$ cat src/rtl/tme_pkg.sv
package tme_pkg;

    // Command kinds.
    localparam logic [2:0] K_SHOW = 3'd0;
    localparam logic [2:0] K_LOAD = 3'd1;
    localparam logic [2:0] K_MOVE = 3'd2;
    localparam logic [2:0] K_ADD  = 3'd3;
    localparam logic [2:0] K_SUB  = 3'd4;
    localparam logic [2:0] K_MUL  = 3'd5;
    localparam logic [2:0] K_DIV  = 3'd6;
    localparam logic [2:0] K_MOD  = 3'd7;

    // Operand spaces.
    localparam logic [1:0] SP_REG  = 2'd0;
    localparam logic [1:0] SP_MEM  = 2'd1;
    localparam logic [1:0] SP_FLAG = 2'd2;

    // Flag bit positions and the highest flag index.
    localparam int FLG_Z = 0;
    localparam int FLG_S = 1;
    localparam int FLG_O = 2;
    localparam logic [2:0] FLAG_MAX = 3'd2;

    localparam int NUM_REGS_DEF  = 4;
    localparam int NUM_CELLS_DEF = 8;

    // Location store: address is {space bit, index}, entry is {defined, value}.
    localparam int LOC_AW    = 4;
    localparam int LOC_DEPTH = 16;
    localparam int CELL_W    = 9;

    localparam int DIV_STEPS = 8;

    // Microprogram jump conditions.
    localparam logic [3:0] C_NEXT     = 4'd0;
    localparam logic [3:0] C_ALWAYS   = 4'd1;
    localparam logic [3:0] C_NO_CMD   = 4'd2;
    localparam logic [3:0] C_ILLEGAL  = 4'd3;
    localparam logic [3:0] C_SHOW     = 4'd4;
    localparam logic [3:0] C_LOAD     = 4'd5;
    localparam logic [3:0] C_MOVE     = 4'd6;
    localparam logic [3:0] C_BUSY     = 4'd7;
    localparam logic [3:0] C_OUT_FULL = 4'd8;

    // Write selections.
    localparam logic [1:0] WR_NONE  = 2'd0;
    localparam logic [1:0] WR_ARITH = 2'd1;
    localparam logic [1:0] WR_LOAD  = 2'd2;
    localparam logic [1:0] WR_MOVE  = 2'd3;

    // Microprogram step addresses.
    localparam logic [3:0] S_WAIT   = 4'd0;
    localparam logic [3:0] S_RDA    = 4'd1;
    localparam logic [3:0] S_RDB    = 4'd2;
    localparam logic [3:0] S_LATB   = 4'd3;
    localparam logic [3:0] S_TLOAD  = 4'd4;
    localparam logic [3:0] S_TMOVE  = 4'd5;
    localparam logic [3:0] S_ALU    = 4'd6;
    localparam logic [3:0] S_ALUW   = 4'd7;
    localparam logic [3:0] S_WARITH = 4'd8;
    localparam logic [3:0] S_WLOAD  = 4'd9;
    localparam logic [3:0] S_WMOVE  = 4'd10;
    localparam logic [3:0] S_REJ    = 4'd11;
    localparam logic [3:0] S_SHOW   = 4'd14;
    localparam logic [3:0] S_OUT    = 4'd15;

    typedef struct packed {
        logic [2:0]        kind;
        logic [1:0]        first_space;
        logic [2:0]        first_index;
        logic              second_space;
        logic [2:0]        second_index;
        logic signed [15:0] immediate;
    } cmd_t;

    typedef struct packed {
        logic              status;
        logic signed [7:0] shown_value;
        logic              shown_defined;
        logic              zero_flag;
        logic              sign_flag;
        logic              overflow_flag;
    } rsp_t;

    typedef struct packed {
        logic       cap;
        logic       rd_b;
        logic       lat_a;
        logic       lat_b;
        logic       alu_start;
        logic [1:0] wr;
        logic       set_rej;
        logic       set_show;
        logic       emit;
        logic [3:0] cond;
        logic [3:0] target;
    } uword_t;

    typedef struct packed {
        logic cmd_valid;
        logic illegal;
        logic is_show;
        logic is_load;
        logic is_move;
        logic alu_busy;
        logic out_full;
    } cond_t;

    // Control store. A step whose condition fails goes to the next address;
    // the output step sits at the last address so that it wraps to the wait step.
    function automatic uword_t ucode(input logic [3:0] step);
        uword_t uw;
        uw = '0;
        unique case (step)
            S_WAIT:
            begin
                uw.cap    = 1'b1;
                uw.cond   = C_NO_CMD;
                uw.target = S_WAIT;
            end
            S_RDA:
            begin
                uw.cond   = C_ILLEGAL;
                uw.target = S_REJ;
            end
            S_RDB:
            begin
                uw.rd_b  = 1'b1;
                uw.lat_a = 1'b1;
            end
            S_LATB:
            begin
                uw.lat_b  = 1'b1;
                uw.cond   = C_SHOW;
                uw.target = S_SHOW;
            end
            S_TLOAD:
            begin
                uw.cond   = C_LOAD;
                uw.target = S_WLOAD;
            end
            S_TMOVE:
            begin
                uw.cond   = C_MOVE;
                uw.target = S_WMOVE;
            end
            S_ALU:
            begin
                uw.alu_start = 1'b1;
            end
            S_ALUW:
            begin
                uw.cond   = C_BUSY;
                uw.target = S_ALUW;
            end
            S_WARITH:
            begin
                uw.wr     = WR_ARITH;
                uw.cond   = C_ALWAYS;
                uw.target = S_OUT;
            end
            S_WLOAD:
            begin
                uw.wr     = WR_LOAD;
                uw.cond   = C_ALWAYS;
                uw.target = S_OUT;
            end
            S_WMOVE:
            begin
                uw.wr     = WR_MOVE;
                uw.cond   = C_ALWAYS;
                uw.target = S_OUT;
            end
            S_REJ:
            begin
                uw.set_rej = 1'b1;
                uw.cond    = C_ALWAYS;
                uw.target  = S_OUT;
            end
            S_SHOW:
            begin
                uw.set_show = 1'b1;
            end
            S_OUT:
            begin
                uw.emit   = 1'b1;
                uw.cond   = C_OUT_FULL;
                uw.target = S_OUT;
            end
            default:
            begin
                uw.cond   = C_ALWAYS;
                uw.target = S_WAIT;
            end
        endcase
        return uw;
    endfunction

endpackage

$ cat src/rtl/tme_ram.sv
module tme_ram #(
    parameter int WIDTH = 9,
    parameter int DEPTH = 16
) (
    input  logic                     clk,
    input  logic                     we,
    input  logic [$clog2(DEPTH)-1:0] waddr,
    input  logic [WIDTH-1:0]         wdata,
    input  logic [$clog2(DEPTH)-1:0] raddr,
    output logic [WIDTH-1:0]         rdata
);

    logic [WIDTH-1:0] mem [DEPTH];
    logic [WIDTH-1:0] rdata_reg;

    always_ff @(posedge clk)
    begin
        if (we)
        begin
            mem[waddr] <= wdata;
        end
        rdata_reg <= mem[raddr];
    end

    assign rdata = rdata_reg;

endmodule

$ cat src/rtl/tme_alu.sv
module tme_alu (
    input  logic       clk,
    input  logic       rst_n,
    input  logic       start,
    input  logic [2:0] op,
    input  logic [8:0] a,
    input  logic [8:0] b,
    output logic       busy,
    output logic       ok,
    output logic [7:0] value
);

    logic signed [15:0] x_wide;
    logic signed [15:0] y_wide;
    logic               is_div;
    logic [7:0]         a_mag;
    logic [7:0]         b_mag;

    logic [2:0]  op_reg;
    logic        def_reg;
    logic [15:0] wide_reg;
    logic [7:0]  q_reg;
    logic [7:0]  r_reg;
    logic [7:0]  d_reg;
    logic        neg_q_reg;
    logic        neg_r_reg;
    logic [3:0]  cnt_reg;
    logic        busy_reg;

    logic [8:0]  trial;
    logic        fit;
    logic [8:0]  trial_sub;
    logic [15:0] res;

    assign x_wide = 16'(signed'(a[7:0]));
    assign y_wide = 16'(signed'(b[7:0]));
    assign is_div = (op == tme_pkg::K_DIV) || (op == tme_pkg::K_MOD);
    assign a_mag  = a[7] ? 8'(-a[7:0]) : a[7:0];
    assign b_mag  = b[7] ? 8'(-b[7:0]) : b[7:0];

    // One restoring division step per cycle on the magnitudes.
    assign trial     = {r_reg, q_reg[7]};
    assign fit       = (trial >= {1'b0, d_reg});
    assign trial_sub = trial - {1'b0, d_reg};

    always_ff @(posedge clk or negedge rst_n)
    begin
        if (!rst_n)
        begin
            busy_reg <= 1'b0;
            cnt_reg  <= '0;
        end
        else if (start)
        begin
            busy_reg <= is_div;
            cnt_reg  <= 4'(tme_pkg::DIV_STEPS);
        end
        else if (busy_reg)
        begin
            cnt_reg <= cnt_reg - 4'd1;
            if (cnt_reg == 4'd1)
            begin
                busy_reg <= 1'b0;
            end
        end
    end

    always_ff @(posedge clk)
    begin
        if (start)
        begin
            op_reg    <= op;
            def_reg   <= a[8] && b[8] && !(is_div && (b[7:0] == 8'd0));
            neg_q_reg <= a[7] ^ b[7];
            neg_r_reg <= a[7];
            q_reg     <= a_mag;
            r_reg     <= '0;
            d_reg     <= b_mag;
            unique case (op)
                tme_pkg::K_SUB: wide_reg <= y_wide - x_wide;
                tme_pkg::K_MUL: wide_reg <= x_wide * y_wide;
                default:        wide_reg <= x_wide + y_wide;
            endcase
        end
        else if (busy_reg)
        begin
            r_reg <= fit ? trial_sub[7:0] : trial[7:0];
            q_reg <= {q_reg[6:0], fit};
        end
    end

    always_comb
    begin
        unique case (op_reg)
            tme_pkg::K_DIV: res = neg_q_reg ? 16'(0) - {8'd0, q_reg} : {8'd0, q_reg};
            tme_pkg::K_MOD: res = neg_r_reg ? 16'(0) - {8'd0, r_reg} : {8'd0, r_reg};
            default:        res = wide_reg;
        endcase
    end

    assign busy  = busy_reg;
    assign ok    = def_reg && ((res[15:7] == 9'h000) || (res[15:7] == 9'h1FF));
    assign value = res[7:0];

endmodule

$ cat src/rtl/tme_seq.sv
module tme_seq (
    input  logic            clk,
    input  logic            rst_n,
    input  tme_pkg::cond_t  cond,
    output tme_pkg::uword_t uw
);

    logic [3:0]      pc_reg;
    logic [3:0]      pc_next;
    tme_pkg::uword_t uw_cur;
    logic            jump;

    assign uw_cur = tme_pkg::ucode(pc_reg);

    always_comb
    begin
        unique case (uw_cur.cond)
            tme_pkg::C_NEXT:     jump = 1'b0;
            tme_pkg::C_ALWAYS:   jump = 1'b1;
            tme_pkg::C_NO_CMD:   jump = !cond.cmd_valid;
            tme_pkg::C_ILLEGAL:  jump = cond.illegal;
            tme_pkg::C_SHOW:     jump = cond.is_show;
            tme_pkg::C_LOAD:     jump = cond.is_load;
            tme_pkg::C_MOVE:     jump = cond.is_move;
            tme_pkg::C_BUSY:     jump = cond.alu_busy;
            tme_pkg::C_OUT_FULL: jump = cond.out_full;
            default:             jump = 1'b1;
        endcase
        pc_next = jump ? uw_cur.target : pc_reg + 4'd1;
    end

    always_ff @(posedge clk or negedge rst_n)
    begin
        if (!rst_n)
        begin
            pc_reg <= tme_pkg::S_WAIT;
        end
        else
        begin
            pc_reg <= pc_next;
        end
    end

    assign uw = uw_cur;

endmodule

$ cat src/rtl/tiny_machine_execute.sv
// One command is handled at a time: the microprogram takes no new command until the
// response of the last one has been registered, and a stalled response holds it longer.
// A rejected command takes the shortest path through the microprogram, and div and mod,
// with the 8-step divider loop, take the longest.
// Reset: registers and memory cells read as undefined and the flags clear at once.
module tiny_machine_execute #(
    parameter int NUM_REGS  = tme_pkg::NUM_REGS_DEF,
    parameter int NUM_CELLS = tme_pkg::NUM_CELLS_DEF
) (
    input  logic          clk,
    input  logic          rst_n,
    input  logic          cmd_valid,
    output logic          cmd_stall,
    input  tme_pkg::cmd_t cmd,
    output logic          rsp_valid,
    input  logic          rsp_stall,
    output tme_pkg::rsp_t rsp
);

    localparam int AW = tme_pkg::LOC_AW;
    localparam int CW = tme_pkg::CELL_W;

    tme_pkg::uword_t uw;
    tme_pkg::cond_t  cond;

    tme_pkg::cmd_t   cmd_reg;
    logic [CW-1:0]   opa_reg;
    logic [CW-1:0]   opb_reg;
    logic [2:0]      flag_reg;
    logic [2:0]      flag_next;
    logic [tme_pkg::LOC_DEPTH-1:0] vld_reg;
    logic            rd_vld_reg;
    logic            rej_reg;
    logic [7:0]      shown_reg;
    logic            shown_def_reg;
    logic            rsp_valid_reg;
    tme_pkg::rsp_t   rsp_reg;

    logic [AW-1:0]   addr_a;
    logic [AW-1:0]   addr_b;
    logic [AW-1:0]   raddr;
    logic [CW-1:0]   rdata;
    logic [CW-1:0]   rd_eff;
    logic            we;
    logic [AW-1:0]   waddr;
    logic [CW-1:0]   wdata;

    logic            a_reg_ok;
    logic            a_mem_ok;
    logic            b_reg_ok;
    logic            b_mem_ok;
    logic            a_ok;
    logic            b_ok;
    logic            b_is_mem;
    logic            illegal;
    logic            imm_fits;
    logic [3:0]      flag_ext;

    logic            alu_busy;
    logic            alu_ok;
    logic [7:0]      alu_val;
    logic            out_full;
    logic            take;

    assign addr_a   = {cmd_reg.first_space[0], cmd_reg.first_index};
    assign addr_b   = {cmd_reg.second_space, cmd_reg.second_index};
    assign b_is_mem = ({1'b0, cmd_reg.second_space} == tme_pkg::SP_MEM);

    assign a_reg_ok = ({1'b0, cmd_reg.first_index} < 4'(NUM_REGS));
    assign a_mem_ok = ({1'b0, cmd_reg.first_index} < 4'(NUM_CELLS));
    assign b_reg_ok = ({1'b0, cmd_reg.second_index} < 4'(NUM_REGS));
    assign b_mem_ok = ({1'b0, cmd_reg.second_index} < 4'(NUM_CELLS));
    assign a_ok = ((cmd_reg.first_space == tme_pkg::SP_REG) && a_reg_ok)
               || ((cmd_reg.first_space == tme_pkg::SP_MEM) && a_mem_ok);
    assign b_ok = b_is_mem ? b_mem_ok : b_reg_ok;

    always_comb
    begin
        priority if (cmd_reg.kind == tme_pkg::K_SHOW)
        begin
            if (cmd_reg.first_space == tme_pkg::SP_FLAG)
            begin
                illegal = (cmd_reg.first_index > tme_pkg::FLAG_MAX);
            end
            else
            begin
                illegal = !a_ok;
            end
        end
        else if (cmd_reg.kind == tme_pkg::K_LOAD)
        begin
            illegal = !b_ok;
        end
        else
        begin
            illegal = !a_ok || !b_ok
                   || ((cmd_reg.first_space == tme_pkg::SP_MEM) && b_is_mem);
        end
    end

    assign imm_fits = (cmd_reg.immediate[15:7] == 9'h000)
                   || (cmd_reg.immediate[15:7] == 9'h1FF);

    assign out_full = rsp_valid_reg && rsp_stall;
    assign take     = uw.cap && cmd_valid;

    assign cond.cmd_valid = cmd_valid;
    assign cond.illegal   = illegal;
    assign cond.is_show   = (cmd_reg.kind == tme_pkg::K_SHOW);
    assign cond.is_load   = (cmd_reg.kind == tme_pkg::K_LOAD);
    assign cond.is_move   = (cmd_reg.kind == tme_pkg::K_MOVE);
    assign cond.alu_busy  = alu_busy;
    assign cond.out_full  = out_full;

    tme_seq u_seq (
        .clk   (clk),
        .rst_n (rst_n),
        .cond  (cond),
        .uw    (uw)
    );

    // The store holds registers in the lower half and memory cells in the upper.
    assign raddr = uw.rd_b ? addr_b : addr_a;

    tme_ram #(
        .WIDTH (CW),
        .DEPTH (tme_pkg::LOC_DEPTH)
    ) u_ram (
        .clk   (clk),
        .we    (we),
        .waddr (waddr),
        .wdata (wdata),
        .raddr (raddr),
        .rdata (rdata)
    );

    // A location never written since reset reads as undefined.
    assign rd_eff = rd_vld_reg ? rdata : '0;

    tme_alu u_alu (
        .clk   (clk),
        .rst_n (rst_n),
        .start (uw.alu_start),
        .op    (cmd_reg.kind),
        .a     (opa_reg),
        .b     (opb_reg),
        .busy  (alu_busy),
        .ok    (alu_ok),
        .value (alu_val)
    );

    always_comb
    begin
        we        = 1'b0;
        waddr     = addr_b;
        wdata     = opa_reg;
        flag_next = flag_reg;
        unique case (uw.wr)
            tme_pkg::WR_ARITH:
            begin
                we    = 1'b1;
                waddr = '0;
                wdata = alu_ok ? {1'b1, alu_val} : '0;
                if (alu_ok)
                begin
                    flag_next = {1'b0, alu_val[7], (alu_val == 8'd0)};
                end
                else
                begin
                    flag_next = 3'b100;
                end
            end
            tme_pkg::WR_LOAD:
            begin
                we    = 1'b1;
                wdata = imm_fits ? {1'b1, cmd_reg.immediate[7:0]} : '0;
                if (!imm_fits)
                begin
                    flag_next[tme_pkg::FLG_O] = 1'b1;
                end
            end
            tme_pkg::WR_MOVE:
            begin
                we = 1'b1;
            end
            default:
            begin
                we = 1'b0;
            end
        endcase
    end

    assign flag_ext = {1'b0, flag_reg};

    always_ff @(posedge clk or negedge rst_n)
    begin
        if (!rst_n)
        begin
            flag_reg      <= '0;
            vld_reg       <= '0;
            rsp_valid_reg <= 1'b0;
        end
        else
        begin
            flag_reg <= flag_next;
            if (we)
            begin
                vld_reg[waddr] <= 1'b1;
            end
            if (uw.emit && !out_full)
            begin
                rsp_valid_reg <= 1'b1;
            end
            else if (rsp_valid_reg && !rsp_stall)
            begin
                rsp_valid_reg <= 1'b0;
            end
        end
    end

    always_ff @(posedge clk)
    begin
        rd_vld_reg <= vld_reg[raddr];
        if (take)
        begin
            cmd_reg       <= cmd;
            rej_reg       <= 1'b0;
            shown_reg     <= '0;
            shown_def_reg <= 1'b0;
        end
        if (uw.lat_a)
        begin
            opa_reg <= rd_eff;
        end
        if (uw.lat_b)
        begin
            opb_reg <= rd_eff;
        end
        if (uw.set_rej)
        begin
            rej_reg <= 1'b1;
        end
        if (uw.set_show)
        begin
            if (cmd_reg.first_space == tme_pkg::SP_FLAG)
            begin
                shown_reg     <= {7'd0, flag_ext[cmd_reg.first_index[1:0]]};
                shown_def_reg <= 1'b1;
            end
            else
            begin
                shown_reg     <= opa_reg[8] ? opa_reg[7:0] : 8'd0;
                shown_def_reg <= opa_reg[8];
            end
        end
        if (uw.emit && !out_full)
        begin
            rsp_reg.status        <= rej_reg;
            rsp_reg.shown_value   <= shown_reg;
            rsp_reg.shown_defined <= shown_def_reg;
            rsp_reg.zero_flag     <= flag_reg[tme_pkg::FLG_Z];
            rsp_reg.sign_flag     <= flag_reg[tme_pkg::FLG_S];
            rsp_reg.overflow_flag <= flag_reg[tme_pkg::FLG_O];
        end
    end

    assign cmd_stall = !uw.cap;
    assign rsp_valid = rsp_valid_reg;
    assign rsp       = rsp_reg;

`ifndef SYNTHESIS
    // After a command transfer no further command is taken until it is answered.
    a_busy_after_take: assert property (@(posedge clk) disable iff (!rst_n)
        (cmd_valid && !cmd_stall) |=> cmd_stall)
        else $error("command taken while the previous one is in progress");

    // The result is written to register 0 only once the divider has finished.
    a_write_after_alu: assert property (@(posedge clk) disable iff (!rst_n)
        (uw.wr == tme_pkg::WR_ARITH) |-> !alu_busy)
        else $error("arithmetic result written while the divider is running");

    // A rejected command shows nothing.
    a_reject_quiet: assert property (@(posedge clk) disable iff (!rst_n)
        (rsp_valid && rsp.status) |-> (rsp.shown_value == 8'sd0 && !rsp.shown_defined))
        else $error("rejected command shows a value");

    // An undefined or absent show reports a zero value.
    a_undef_zero: assert property (@(posedge clk) disable iff (!rst_n)
        (rsp_valid && !rsp.shown_defined) |-> (rsp.shown_value == 8'sd0))
        else $error("undefined show reports a nonzero value");
`endif

endmodule
$ cat config.mk
export PLATFORM = sky130hd
export DESIGN_NAME = tiny_machine_execute
export DESIGN_NICKNAME = d
export VERILOG_FILES = /design/src/rtl/tme_pkg.sv /design/src/rtl/tme_ram.sv /design/src/rtl/tme_alu.sv /design/src/rtl/tme_seq.sv /design/src/rtl/tiny_machine_execute.sv
export SDC_FILE = /design/constraint.sdc
export NUM_CORES = 1
export LEC_CHECK = 0
export BUFFER_PORTS_ARGS = -buffer_cell sky130_fd_sc_hd__buf_2
export CORE_AREA = 2 2 234 236
export DETAILED_ROUTE_END_ITERATION = 16
export DIE_AREA = 0 0 236 238
export PLACE_DENSITY = 0.49
export SYNTH_ARGS = -nofsm -noshare
export SYNTH_HDL_FRONTEND = slang
export SYNTH_SLANG_ARGS = --single-unit
$ cat constraint.sdc
create_clock -name clk -period 4.7 [get_ports clk]
set_input_delay 0.47 -clock clk [delete_from_list [all_inputs] [get_ports clk]]
set_output_delay 0.47 -clock clk [all_outputs]
set_load 0.05 [all_outputs]
==> results.md <==
- Antenna-violating nets left: 0
- Non-filler cells, final: 2131
- Cells after Synth: 1273
- Pre-CTS setup slack: -0.0144 ns
- Die area: 56200 um2
- Dpl cells: 2046
- GRT Residual Overflow: 0
- Commonest non-fill, non-tap cell in the layout: edfxtp_1
- Share of Yosys cell area claimed by the top area cell type: 46.9%
- Cell Area, Synth: 16000 um2
- Worst Setup Slack, final: 0.143 ns
- Die Ht: 238 um
- TritonCTS Sinks: 298
- Post-Route Skew: 0.0129 ns
- Status: complete, no violations
- Post-synth net total: 1429
- Root Buffer: clkbuf_16
- RSZ-0062 raised after global routing: true
- H-Tree Depth: 2
- Routed via count: 10300
- Critical Path Sink Type: flip-flop
- Syn avg cell area: 12.6 um2
- Final setup vio count: 0
- Hold_ws: 0.0596 ns
- Max frequency: 219 MHz
- Num rows: 85
- DRC viols: 0
- Tightest Pin Transition: 1.20 ns
- Crit path arrival time: 4.83 ns
- Layout cells sized above 1: 21.0%
- Hold Path Class: in -> async
- # fillers: 5206
- CP Max Fanout: 6
- First-pass GRT wire length: 64500 um
- Post-layout min period: 4.56 ns
- Vias per cell: 4.85
- WL final: 42200 um
- Largest net degree at the start of global routing: 41
- Final Cycle Share: 96.9%
- Flops & latches, synth: 298
- Total power draw: 15.7 mW
- Hold Buf Count CTS: 0
- DR pass1 iterations: 8
- Buffers on Ports: 46
- Vias in the first global route: 10500
- Final hold vios: 0
- Core area: 53500 um2
- Io pins: 47
- WL/cell: 19.8 um
- Worst EP required: 4.97 ns
- Initial Util: 29.9%
- Yosys cell types: 75
- Yosys synthesis warning count: 0
- All-layer global routing usage: 15.0%
- R2r startpoint: opb_reg[3]
- Clk pin slew, worst setup/hold paths: 0.07 ns
- CP Class: reg -> reg
- FFs w/ async S/R, synth: 9.73%
- Critical path startpoint: opb_reg[3]
- Clk_lat worst skew: 0.54 ns
- Static leakage: 7.29 nW
- Die Width: 236 um
- CTS tree: done
- Diodes inserted: 0
- Hpwl dp: 30400 um
- Share of the yosys chip area belonging to registers: 53.8%
- Number of buffers created by CTS: 34
- Nature of the critical path startpoint: flip-flop
- MaxCap Viol Count: 0
- Max Slew Vio Count: 0
- P&R area growth vs syn: 18.3%
- Number of DRC markers in iteration 0: 665
- Worst relative slew slack: 19.0%
- Synth area leaders: edfxtp_1 (47%), fa_1 (7.3%), mux4_2 (5.6%)
- Cell Pwr Density: 831 nW/um2
- Initial antenna violation count: 0
- Synth area leader: edfxtp_1
- Most frequent cells in the layout: edfxtp_1 (250), inv_1 (124), buf_4 (93)
- CTS Buffer Depth: 3
- Dominant synthesized flop cell: edfxtp_1
- RePlAce Congestion: 0.882
- Post-layout net count: 1565
- Max FFs per register: 144
- Max VDD drop: 0.000598 V
- Post-synth EDFFs: 250
[final cells by class]
cell class                 count  area [um2]  area share, %
sequential                   298        8610           45.5
multi-input combinational    791        6800           35.9
timing repair buffer         148        1040           5.48
clock buffer                  47         910           4.80
tap                          696         871           4.60
inverter                     136         512           2.70
clock inverter                15         194           1.02
[logic make-up (layout without fill, tap and decap cells)]
| logic type | count (synthesis) | in the layout | synth area share, % |
|---|---|---|---|
| buf+inv | 184 | 346 | 4.71 |
| xor+xnor | 44 | 44 | 2.41 |
| mux | 58 | 58 | 6.79 |
| simple gates | 347 | 347 | 11.0 |
| flops | 298 | 298 | 53.8 |
| fa+ha+maj | 124 | 124 | 12.4 |
| compound gates | 218 | 218 | 8.83 |
[layer usage]
| metal | vias to the layer above | track usage (%) | part of all wire [%] |
|---|---|---|---|
| met3 | 41 | 2.15 | 4.1 |
| met1 | 5226 | 20.5 | 46 |
| met5 | - | 0 | 0 |
| li1 | 4871 | - | - |
| met2 | 194 | 25.4 | 48 |
| met4 | 0 | 2.91 | 1.4 |
[path summary, 6_finish.rpt]
check,to,slack [ns],cells after the start
setup / recovery,u_alu.wide_reg[15],0.14,15
hold / removal,vld_reg[13],0.06,1
setup reg to reg,u_alu.wide_reg[15],0.14,15
hold reg to reg,rsp[6],0.42,0
max in group asynchronous,u_seq.pc_reg[3],4.08,1
min in group clk,b_is_mem,0.10,1
[synthesized netlist by cell type (5+ instances only)]
library cell / n
a21o_1: 10
o211ai_1: 5
a221oi_1: 7
dfrtp_1: 29
a211oi_1: 13
nor2_1: 69
fa_1: 58
o22ai_1: 11
xor2_1: 13
nand2_1: 90
nand3_1: 18
o21a_1: 5
or3_1: 5
o21bai_1: 5
nor3_1: 31
or2_2: 18
edfxtp_1: 250
nor4_1: 7
mux2i_1: 15
nor2b_1: 16
nand4_1: 9
inv_1: 132
buf_2: 6
dfxtp_1: 19
o21ai_0: 46
a31oi_1: 19
mux4_2: 40
ha_1: 66
xnor2_1: 31
and2_1: 48
a211o_1: 5
nand2b_1: 14
clkbuf_1: 33
a21oi_1: 53
o31ai_1: 11
[critical path: stages (launching register included)]
cell and delay [ns]:
edfxtp_1 0.50, and2_4 0.22, fa_1 0.59, inv_2 0.09, fa_1 0.53, inv_1 0.05, fa_1 0.52, inv_1 0.05
fa_1 0.53, inv_1 0.07, ha_4 0.25, and3_1 0.14, a211o_1 0.28, o31ai_2 0.26, xnor2_1 0.15, o21ai_1 0.07
[stage by stage]
step                utilization [%]  TNS, ns  area [um2]
CTS                            34.8        0       18600
global placement               32.7        0       17500
floorplan                         -        0       16000
detailed placement             32.7  -0.0144       17500
finish                         35.4        0       18900
global route                   35.4  -0.0476       18900
[where the power goes]
group          internal [mW]  switching [mW]
Clock                   1.54            1.10
Sequential              3.74           0.394
Combinational           4.00            4.95
[timing repair]
action	4_1_cts	5_1_grt
buffers inserted	0	23
pin swaps	0	31
resized for setup	1	43
endpoints found under the setup margin	1	5
Note: power is estimated with default switching activity, not from simulation.
